### config.mk
export PLATFORM = sky130hd
export DESIGN_NAME = led_ring_chase_pattern_sequencer_flat
export DESIGN_NICKNAME = d
export VERILOG_FILES = /design/src/lrcps_pkg.sv /design/src/lrcps_tick_if.sv /design/src/lrcps_pixel_if.sv /design/src/led_ring_chase_pattern_sequencer.sv /design/src/flat_wrapper.sv
export SDC_FILE = /design/constraint.sdc
export NUM_CORES = 1
export LEC_CHECK = 0
export ABC_AREA = 1
export BUFFER_PORTS_ARGS = -buffer_cell sky130_fd_sc_hd__buf_2
export CORE_ASPECT_RATIO = 2
export CORE_UTILIZATION = 45
export CTS_CLUSTER_SIZE = 30
export DETAILED_ROUTE_END_ITERATION = 10
export SLEW_MARGIN = 20
export SYNTH_ARGS = -nofsm -noshare
export SYNTH_HDL_FRONTEND = slang
export SYNTH_SLANG_ARGS = --single-unit
export TNS_END_PERCENT = 1
### constraint.sdc
create_clock -name clk -period 5.15 [get_ports clk]
set_input_delay 1.03 -clock clk [delete_from_list [all_inputs] [get_ports clk]]
set_output_delay 1.03 -clock clk [all_outputs]
set_load 0.005 [all_outputs]
### src/lrcps_pkg.sv
// ----------------------------------------------------------------------------
// lrcps_pkg
// Shared types, codes and palette for the LED ring chase pattern sequencer.
// ----------------------------------------------------------------------------
package lrcps_pkg;

  // palette size, between 1 and 8
  localparam int unsigned PALETTE_ENTRIES = 7;

  localparam int unsigned TIME_W  = 32;
  localparam int unsigned DELAY_W = 16;
  localparam int unsigned PIX_W   = 8;
  localparam int unsigned CHAN_W  = 8;
  localparam int unsigned CMD_W   = 2;
  localparam int unsigned CIDX_W  = 3;
  localparam int unsigned CFG_W   = 16;
  localparam int unsigned CFG_IDX_W = 2;

  // output command codes
  localparam logic [CMD_W-1:0] CMD_NONE  = 2'd0;
  localparam logic [CMD_W-1:0] CMD_SET   = 2'd1;
  localparam logic [CMD_W-1:0] CMD_CLEAR = 2'd2;

  // configuration register indexes
  localparam logic [CFG_IDX_W-1:0] REG_LED_COUNT   = 2'd0;
  localparam logic [CFG_IDX_W-1:0] REG_CHASE_DELAY = 2'd1;
  localparam logic [CFG_IDX_W-1:0] REG_HOLD_DELAY  = 2'd2;
  localparam logic [CFG_IDX_W-1:0] REG_OFF_DELAY   = 2'd3;

  typedef struct packed {
    logic [CHAN_W-1:0] red;
    logic [CHAN_W-1:0] green;
    logic [CHAN_W-1:0] blue;
  } colour_t;

  // fixed colour table, the eighth slot is black
  function automatic colour_t palette(input logic [CIDX_W-1:0] idx);
    colour_t c;
    case (idx)
      3'd0:    c = '{red: 8'd255, green: 8'd32,  blue: 8'd32};
      3'd1:    c = '{red: 8'd32,  green: 8'd255, blue: 8'd80};
      3'd2:    c = '{red: 8'd32,  green: 8'd64,  blue: 8'd255};
      3'd3:    c = '{red: 8'd255, green: 8'd180, blue: 8'd32};
      3'd4:    c = '{red: 8'd255, green: 8'd32,  blue: 8'd180};
      3'd5:    c = '{red: 8'd32,  green: 8'd255, blue: 8'd255};
      3'd6:    c = '{red: 8'd255, green: 8'd255, blue: 8'd255};
      default: c = '{red: 8'd0,   green: 8'd0,   blue: 8'd0};
    endcase
    return c;
  endfunction

endpackage

### src/lrcps_tick_if.sv
// ----------------------------------------------------------------------------
// lrcps_tick_if
// Timestamp channel: valid/ready handshake carrying the millisecond count.
// ----------------------------------------------------------------------------
interface lrcps_tick_if;
  logic                              valid;
  logic                              ready;
  logic [lrcps_pkg::TIME_W-1:0]      now_ms;

  modport source (output valid, output now_ms, input ready);
  modport sink   (input valid, input now_ms, output ready);
endinterface

### src/lrcps_pixel_if.sv
// ----------------------------------------------------------------------------
// lrcps_pixel_if
// Pixel command channel: valid/ready handshake carrying one strip command.
// ----------------------------------------------------------------------------
interface lrcps_pixel_if;
  logic                              valid;
  logic                              ready;
  logic [lrcps_pkg::CMD_W-1:0]       command;
  logic [lrcps_pkg::PIX_W-1:0]       pixel_index;
  logic [lrcps_pkg::CHAN_W-1:0]      red;
  logic [lrcps_pkg::CHAN_W-1:0]      green;
  logic [lrcps_pkg::CHAN_W-1:0]      blue;

  modport source (output valid, output command, output pixel_index,
                  output red, output green, output blue, input ready);
  modport sink   (input valid, input command, input pixel_index,
                  input red, input green, input blue, output ready);
endinterface

### src/led_ring_chase_pattern_sequencer.sv
// ----------------------------------------------------------------------------
// led_ring_chase_pattern_sequencer
// Steps a chase / hold / off test pattern over an LED ring from timestamps.
//
//   channel  dir  handshake        payload
//   tick     in   valid / ready    now_ms
//   pixel    out  valid / ready    command, pixel_index, red, green, blue
//   cfg      in   cfg_we           cfg_index, cfg_data
//
// Each timestamp item is decoded in the cycle it is accepted and its single
// result appears in the output register on the next cycle: one item per clock
// unless stalled. The output register is the only buffer; tick.ready is low
// only while a result is held and pixel.ready is low. Reset restores the
// default registers, chase phase, pixel 0, colour 0; no clearing pass.
// ----------------------------------------------------------------------------
module led_ring_chase_pattern_sequencer (
  input  logic                                 clk,
  input  logic                                 rst,
  input  logic                                 cfg_we,
  input  logic [lrcps_pkg::CFG_IDX_W-1:0]      cfg_index,
  input  logic [lrcps_pkg::CFG_W-1:0]          cfg_data,
  lrcps_tick_if.sink                           tick,
  lrcps_pixel_if.source                        pixel
);

  typedef enum logic [1:0] {
    PH_CHASE = 2'd0,
    PH_HOLD  = 2'd1,
    PH_OFF   = 2'd2
  } phase_t;

  localparam logic [lrcps_pkg::CIDX_W-1:0] LAST_COLOUR =
    lrcps_pkg::CIDX_W'(lrcps_pkg::PALETTE_ENTRIES - 1);

  // configuration registers
  logic [lrcps_pkg::PIX_W-1:0]   led_count;
  logic [lrcps_pkg::DELAY_W-1:0] chase_delay_ms;
  logic [lrcps_pkg::DELAY_W-1:0] hold_delay_ms;
  logic [lrcps_pkg::DELAY_W-1:0] off_delay_ms;

  // sequencer state
  phase_t                         phase, phase_next;
  logic [lrcps_pkg::PIX_W-1:0]    next_pixel, next_pixel_next;
  logic [lrcps_pkg::CIDX_W-1:0]   colour_index, colour_index_next;
  logic [lrcps_pkg::TIME_W-1:0]   last_step_time, last_step_time_next;
  logic [lrcps_pkg::TIME_W-1:0]   phase_start_time, phase_start_time_next;

  // result
  logic                           out_valid;
  logic [lrcps_pkg::CMD_W-1:0]    command_next;
  logic [lrcps_pkg::PIX_W-1:0]    pixel_index_next;
  lrcps_pkg::colour_t             colour_next;

  logic                           take;
  logic [lrcps_pkg::TIME_W-1:0]   since, delay, elapsed_ms;
  logic                           due;
  logic [lrcps_pkg::PIX_W-1:0]    pixel_inc;
  lrcps_pkg::colour_t             colour_cur;

  assign tick.ready = !out_valid || pixel.ready;
  assign take       = tick.valid && tick.ready;

  // configuration writes
  always_ff @(posedge clk) begin
    if (rst) begin
      led_count      <= 8'd12;
      chase_delay_ms <= 16'd50;
      hold_delay_ms  <= 16'd500;
      off_delay_ms   <= 16'd250;
    end else if (cfg_we) begin
      unique case (cfg_index)
        lrcps_pkg::REG_LED_COUNT:   led_count      <= cfg_data[lrcps_pkg::PIX_W-1:0];
        lrcps_pkg::REG_CHASE_DELAY: chase_delay_ms <= cfg_data;
        lrcps_pkg::REG_HOLD_DELAY:  hold_delay_ms  <= cfg_data;
        lrcps_pkg::REG_OFF_DELAY:   off_delay_ms   <= cfg_data;
        default: ;
      endcase
    end
  end

  // elapsed time check for the current phase, wraps modulo 2^32
  always_comb begin
    case (phase)
      PH_HOLD: begin
        since = phase_start_time;
        delay = lrcps_pkg::TIME_W'(hold_delay_ms);
      end
      PH_OFF: begin
        since = phase_start_time;
        delay = lrcps_pkg::TIME_W'(off_delay_ms);
      end
      default: begin
        since = last_step_time;
        delay = lrcps_pkg::TIME_W'(chase_delay_ms);
      end
    endcase
    elapsed_ms = tick.now_ms - since;
    due        = (led_count != '0) && (elapsed_ms >= delay);
  end

  assign pixel_inc  = next_pixel + 1'b1;
  assign colour_cur = lrcps_pkg::palette(colour_index);

  // next state and result
  always_comb begin
    phase_next            = phase;
    next_pixel_next       = next_pixel;
    colour_index_next     = colour_index;
    last_step_time_next   = last_step_time;
    phase_start_time_next = phase_start_time;
    command_next          = lrcps_pkg::CMD_NONE;
    pixel_index_next      = '0;
    colour_next           = '0;
    if (due) begin
      unique case (phase)
        PH_HOLD: begin
          command_next          = lrcps_pkg::CMD_CLEAR;
          phase_next            = PH_OFF;
          phase_start_time_next = tick.now_ms;
        end
        PH_OFF: begin
          colour_index_next   = (colour_index >= LAST_COLOUR) ? '0 : colour_index + 1'b1;
          phase_next          = PH_CHASE;
          next_pixel_next     = '0;
          last_step_time_next = tick.now_ms;
        end
        default: begin
          // chase step, unused phase code behaves the same
          last_step_time_next = tick.now_ms;
          command_next        = lrcps_pkg::CMD_SET;
          pixel_index_next    = next_pixel;
          colour_next         = colour_cur;
          next_pixel_next     = pixel_inc;
          if (pixel_inc == '0 || pixel_inc >= led_count) begin
            phase_next            = PH_HOLD;
            phase_start_time_next = tick.now_ms;
          end
        end
      endcase
    end
  end

  // state and output register
  always_ff @(posedge clk) begin
    if (rst) begin
      phase             <= PH_CHASE;
      next_pixel        <= '0;
      colour_index      <= '0;
      last_step_time    <= '0;
      phase_start_time  <= '0;
      out_valid         <= 1'b0;
      pixel.command     <= lrcps_pkg::CMD_NONE;
      pixel.pixel_index <= '0;
      pixel.red         <= '0;
      pixel.green       <= '0;
      pixel.blue        <= '0;
    end else begin
      if (take) begin
        phase             <= phase_next;
        next_pixel        <= next_pixel_next;
        colour_index      <= colour_index_next;
        last_step_time    <= last_step_time_next;
        phase_start_time  <= phase_start_time_next;
        out_valid         <= 1'b1;
        pixel.command     <= command_next;
        pixel.pixel_index <= pixel_index_next;
        pixel.red         <= colour_next.red;
        pixel.green       <= colour_next.green;
        pixel.blue        <= colour_next.blue;
      end else if (pixel.ready) begin
        out_valid <= 1'b0;
      end
    end
  end

  assign pixel.valid = out_valid;

endmodule

### src/flat_wrapper.sv
// flat-port wrapper written by rule: the top's interface ports become plain ports
module led_ring_chase_pattern_sequencer_flat 
  (clk, rst, cfg_we, cfg_index, cfg_data, tick_valid, tick_now_ms, tick_ready, pixel_valid, pixel_command, pixel_pixel_index, pixel_red, pixel_green, pixel_blue, pixel_ready);
  lrcps_tick_if tick_i ();
  lrcps_pixel_if pixel_i ();
  input  logic clk;
  input  logic rst;
  input  logic cfg_we;
  input  logic [lrcps_pkg::CFG_IDX_W-1:0] cfg_index;
  input  logic [lrcps_pkg::CFG_W-1:0] cfg_data;
  input wire logic [$bits(tick_i.valid)-1:0] tick_valid;
  input wire logic [$bits(tick_i.now_ms)-1:0] tick_now_ms;
  output wire logic [$bits(tick_i.ready)-1:0] tick_ready;
  output wire logic [$bits(pixel_i.valid)-1:0] pixel_valid;
  output wire logic [$bits(pixel_i.command)-1:0] pixel_command;
  output wire logic [$bits(pixel_i.pixel_index)-1:0] pixel_pixel_index;
  output wire logic [$bits(pixel_i.red)-1:0] pixel_red;
  output wire logic [$bits(pixel_i.green)-1:0] pixel_green;
  output wire logic [$bits(pixel_i.blue)-1:0] pixel_blue;
  input wire logic [$bits(pixel_i.ready)-1:0] pixel_ready;
  assign tick_i.valid = tick_valid;
  assign tick_i.now_ms = tick_now_ms;
  assign tick_ready = tick_i.ready;
  assign pixel_valid = pixel_i.valid;
  assign pixel_command = pixel_i.command;
  assign pixel_pixel_index = pixel_i.pixel_index;
  assign pixel_red = pixel_i.red;
  assign pixel_green = pixel_i.green;
  assign pixel_blue = pixel_i.blue;
  assign pixel_i.ready = pixel_ready;
  led_ring_chase_pattern_sequencer u_core (.clk(clk), .rst(rst), .cfg_we(cfg_we), .cfg_index(cfg_index), .cfg_data(cfg_data), .tick(tick_i), .pixel(pixel_i));
endmodule
==> impl_metrics.ini <==
[critical_path]
r2r_setup_slack_ns = 0.37
reg2reg_from = u_core.phase[0]
slowest_stage = ha_1
path_delay_family = simple AND/OR/NAND/NOR gates
crit_cells = 30
endpoint_kind = flop
worst_setup_path_endpoint = u_core.next_pixel[1]
cp-start-kind = flop
worstPathMaxFanout = 42
path_class = reg -> reg
r2r_end = u_core.next_pixel[1]
worstPathArrival_ns = 5.15
cp_data_required_time_ns = 5.52
crit_path_frequent_cell = nand2_1
slowest_delay_ns = 0.48
critPathLaunch = u_core.phase[0]
cp_num_buf_inv = 4
r2r_cells = 30

[logic_synthesis]
ys_ff_latch = 154
syn_nets = 1713
ys_types = 39
synth_edf_count = 0
synth_area_per_cell_um2 = 6.209
yosysSeqAreaShare_pct = 31.17
synthArstFlopShare_pct = 0
syn_area_um2 = 9891
synth_cells = 1593
synthFlopType = dfxtp_1
yosys_warnings = 0

[power]
power_frac_seq_pct = 21.4
internal_power_uw = 3481
pwr-share-comb_pct = 60.3
p_clk_share_pct = 18.3
p_per_area_nw_per_um2 = 604.1
ir_drop_mv = 0.2720
swShare_pct = 48.25
leakage_uw = 0.005844
switchingPower_uw = 3245

[final_layout]
utilization_pct = 51.59
layout-drive-gt1-share_pct = 10.43
area_growth_pct = 12.59
final_cells = 1941
n_fill_cell = 2291
diodes = 0
fin_area_um2 = 11140
num-nets-final = 1775

[grt]
grt_util_all_layers_pct = 26.86
use_met3_pct = 4.002
grt_pass1_vias = 9245
antenna_found_initial = 0
grt_max_degree = 116
grt_use_met1_pct = 23.98
grt.busiest_layer = met2
grt_pass1_wl_mm = 46.10
grtUsageMet2_pct = 53.26
gr-total-overflow = 0

[drt]
ant_nets = 0
vias = 9716
drt_iter0_markers = 552
viasPerCell = 5.006
wl_per_cell_um = 15.15
drc = 0
drtPass1Iterations = 4
wl_mm = 29.40

[floorplan]
die_x_um = 106.8
fp-row-count = 76
pin_count = 91
die-area_um2 = 22610
chipHeight_um = 211.7
start_util_pct = 45.82
fp.coreArea_um2 = 21590

[clocking]
post_cts_buffers = 0
cts-htree-levels = 4
cts_root_buf = clkbuf_16
clk_path_buf_depth = 2
clk_pin_slew_ns = 0.06
cts_resized = 0
clock_latency_ns = 0.45
cts_tree = yes
cts_buffers = 17
cts_hold_buffers = 0
cts.sinks = 154

[placement]
dp.cells = 1909
gp_congestion = 0.9432
postPlaceCellArea_um2 = 10550
io_buffers = 90
dp_hpwl_mm = 22.91

[sta]
max_freq_mhz = 209.1
skew_ns = 0.01191
rsz0062_at_grt = false
fin_crit_ns = 4.783
final-hold-violation-count = 0
final.setup.tns_ns = 0
tightestPinTransition_ns = 0.8111
finalCritPeriodShare_pct = 92.88
final-max-slew-violation-count = 0
setup_viol_count_final = 0
max_slew_margin_pct = 45.93

[min_path]
worst_hold_path_type = reg -> reg

[status]
status = completed

[job]
drv_cap = 0
==> power by group through the flow <==
stage	clock (µW)	sequential [µW]	combinational, µW
2_1_floorplan	0	1440	2830
3_3_place_gp	0	1460	3990
3_5_place_dp	0	1460	4030
4_1_cts	1260	1440	4060
5_1_grt	1300	1450	4560
6_report	1230	1440	4060
==> placed cells by master, fill, tap and decap left out, drive strengths merged, types with 2 or more instances in the layout <==
| cell | instances |
|---|---|
| nand2 | 445 |
| o21a | 3 |
| nand3 | 60 |
| o211ai | 11 |
| o21ai | 132 |
| o21bai | 2 |
| dfxtp | 154 |
| inv | 253 |
| clkinv | 8 |
| clkbuf | 21 |
| nor3 | 9 |
| buf | 114 |
| and2 | 2 |
| ha | 64 |
| a221o | 6 |
| nand4 | 24 |
| nor4 | 2 |
| nor2 | 226 |
| nand3b | 2 |
| or2 | 2 |
| clkinvlp | 3 |
| a21oi | 101 |
| xor2 | 16 |
==> Yosys cell counts, types with 3 or more instances <==
| cell | count | area (µm²) |
|---|---|---|
| dfxtp_1 | 154 | 3083 |
| o21a_1 | 3 | 22.52 |
| buf_1 | 7 | 26.28 |
| o21ai_1 | 33 | 165.2 |
| nand3_1 | 58 | 290.3 |
| nor3_1 | 9 | 45.04 |
| ha_1 | 64 | 800.8 |
| inv_2 | 11 | 41.29 |
| buf_2 | 7 | 35.03 |
| a221o_1 | 6 | 60.06 |
| inv_1 | 243 | 912.1 |
| o21ai_0 | 99 | 495.5 |
| clkbuf_1 | 34 | 127.6 |
| buf_4 | 21 | 157.7 |
| o211ai_1 | 11 | 82.58 |
| nand2_1 | 443 | 1663 |
| xor2_1 | 16 | 140.1 |
| nand4_1 | 23 | 143.9 |
| nor2_2 | 7 | 43.79 |
| a21oi_1 | 101 | 505.5 |
| nor2_1 | 219 | 822.0 |
==> stage by stage <==
| step | total power (µW) | hold slack (ns) | setup WS [ns] |
|---|---|---|---|
| 6_report | 6727 | 0.4495 | 0.3666 |
| 5_1_grt | 7311 | 0.4693 | 0.005442 |
| 4_1_cts | 6754 | 0.4519 | 0.2845 |
| 3_5_place_dp | 5492 | 0.4389 | 0.3140 |
| 3_3_place_gp | 5454 | 0.4330 | 0.3505 |
| 2_1_floorplan | 4270 | 0.4236 | 0.5781 |
==> worst min-delay path, cell delays in order (launching register included) <==
cell     delay (ns)
dfxtp_1        0.31
inv_1          0.05
a21oi_1        0.05
==> worst min-delay path by stage <==
| stage | start | end | slack (ns) | cells after the start |
|---|---|---|---|---|
| 2_1_floorplan | u_core.chase_delay_ms[1] | u_core.chase_delay_ms[1] | 0.42 | 2 |
| 3_3_place_gp | u_core.last_step_time[31] | u_core.last_step_time[31] | 0.43 | 2 |
| 3_5_place_dp | u_core.chase_delay_ms[1] | u_core.chase_delay_ms[1] | 0.44 | 2 |
| 4_1_cts | u_core.last_step_time[0] | u_core.last_step_time[0] | 0.45 | 2 |
| 5_1_grt | u_core.last_step_time[13] | u_core.last_step_time[13] | 0.47 | 2 |
| 6_report | u_core.last_step_time[0] | u_core.last_step_time[0] | 0.45 | 2 |
==> flip-flops by register name (all words and copies together), names as in the netlist <==
register                  flops
u_core.pixel.blue             4
u_core.pixel.red              2
u_core.off_delay_ms          16
u_core.pixel.command          2
u_core.next_pixel             8
u_core.last_step_time        32
u_core.pixel.pixel_index      8
u_core.colour_index           3
u_core.phase_start_time      32
u_core.hold_delay_ms         16
u_core.pixel.valid            1
u_core.led_count              8
u_core.chase_delay_ms        16
u_core.phase                  2
u_core.pixel.green            4
==> per-layer routing <==
metal | share of wire, % | wire length (µm)
met5 | 0 | 0
met4 | 6.5 | 1912
met3 | 2.6 | 751
met2 | 56 | 16550
met1 | 35 | 10180
==> cells by family after synthesis <==
| logic type | synth area share [%] |
|---|---|
| and+or+nand+nor | 31.66 |
| buffers and inverters | 13.33 |
| adders and majority gates | 8.299 |
| xor gates and xnor gates | 1.505 |
| DFF | 31.17 |
| AOI/OAI and AO/OA | 14.03 |
==> area by class of cell <==
type / instances / area (µm²) / share of cell area (%)
Multi-Input combinational cell: 1114 / 5497 / 49.36
Timing Repair Buffer: 114 / 684.4 / 6.146
Sequential cell: 154 / 3083 / 27.69
Tap cell: 273 / 341.6 / 3.067
Inverter: 254 / 954.7 / 8.573
Clock buffer: 21 / 480.5 / 4.315
Clock inverter: 11 / 95.09 / 0.8539
No activity file was read; power rests on OpenSTA's default activity.
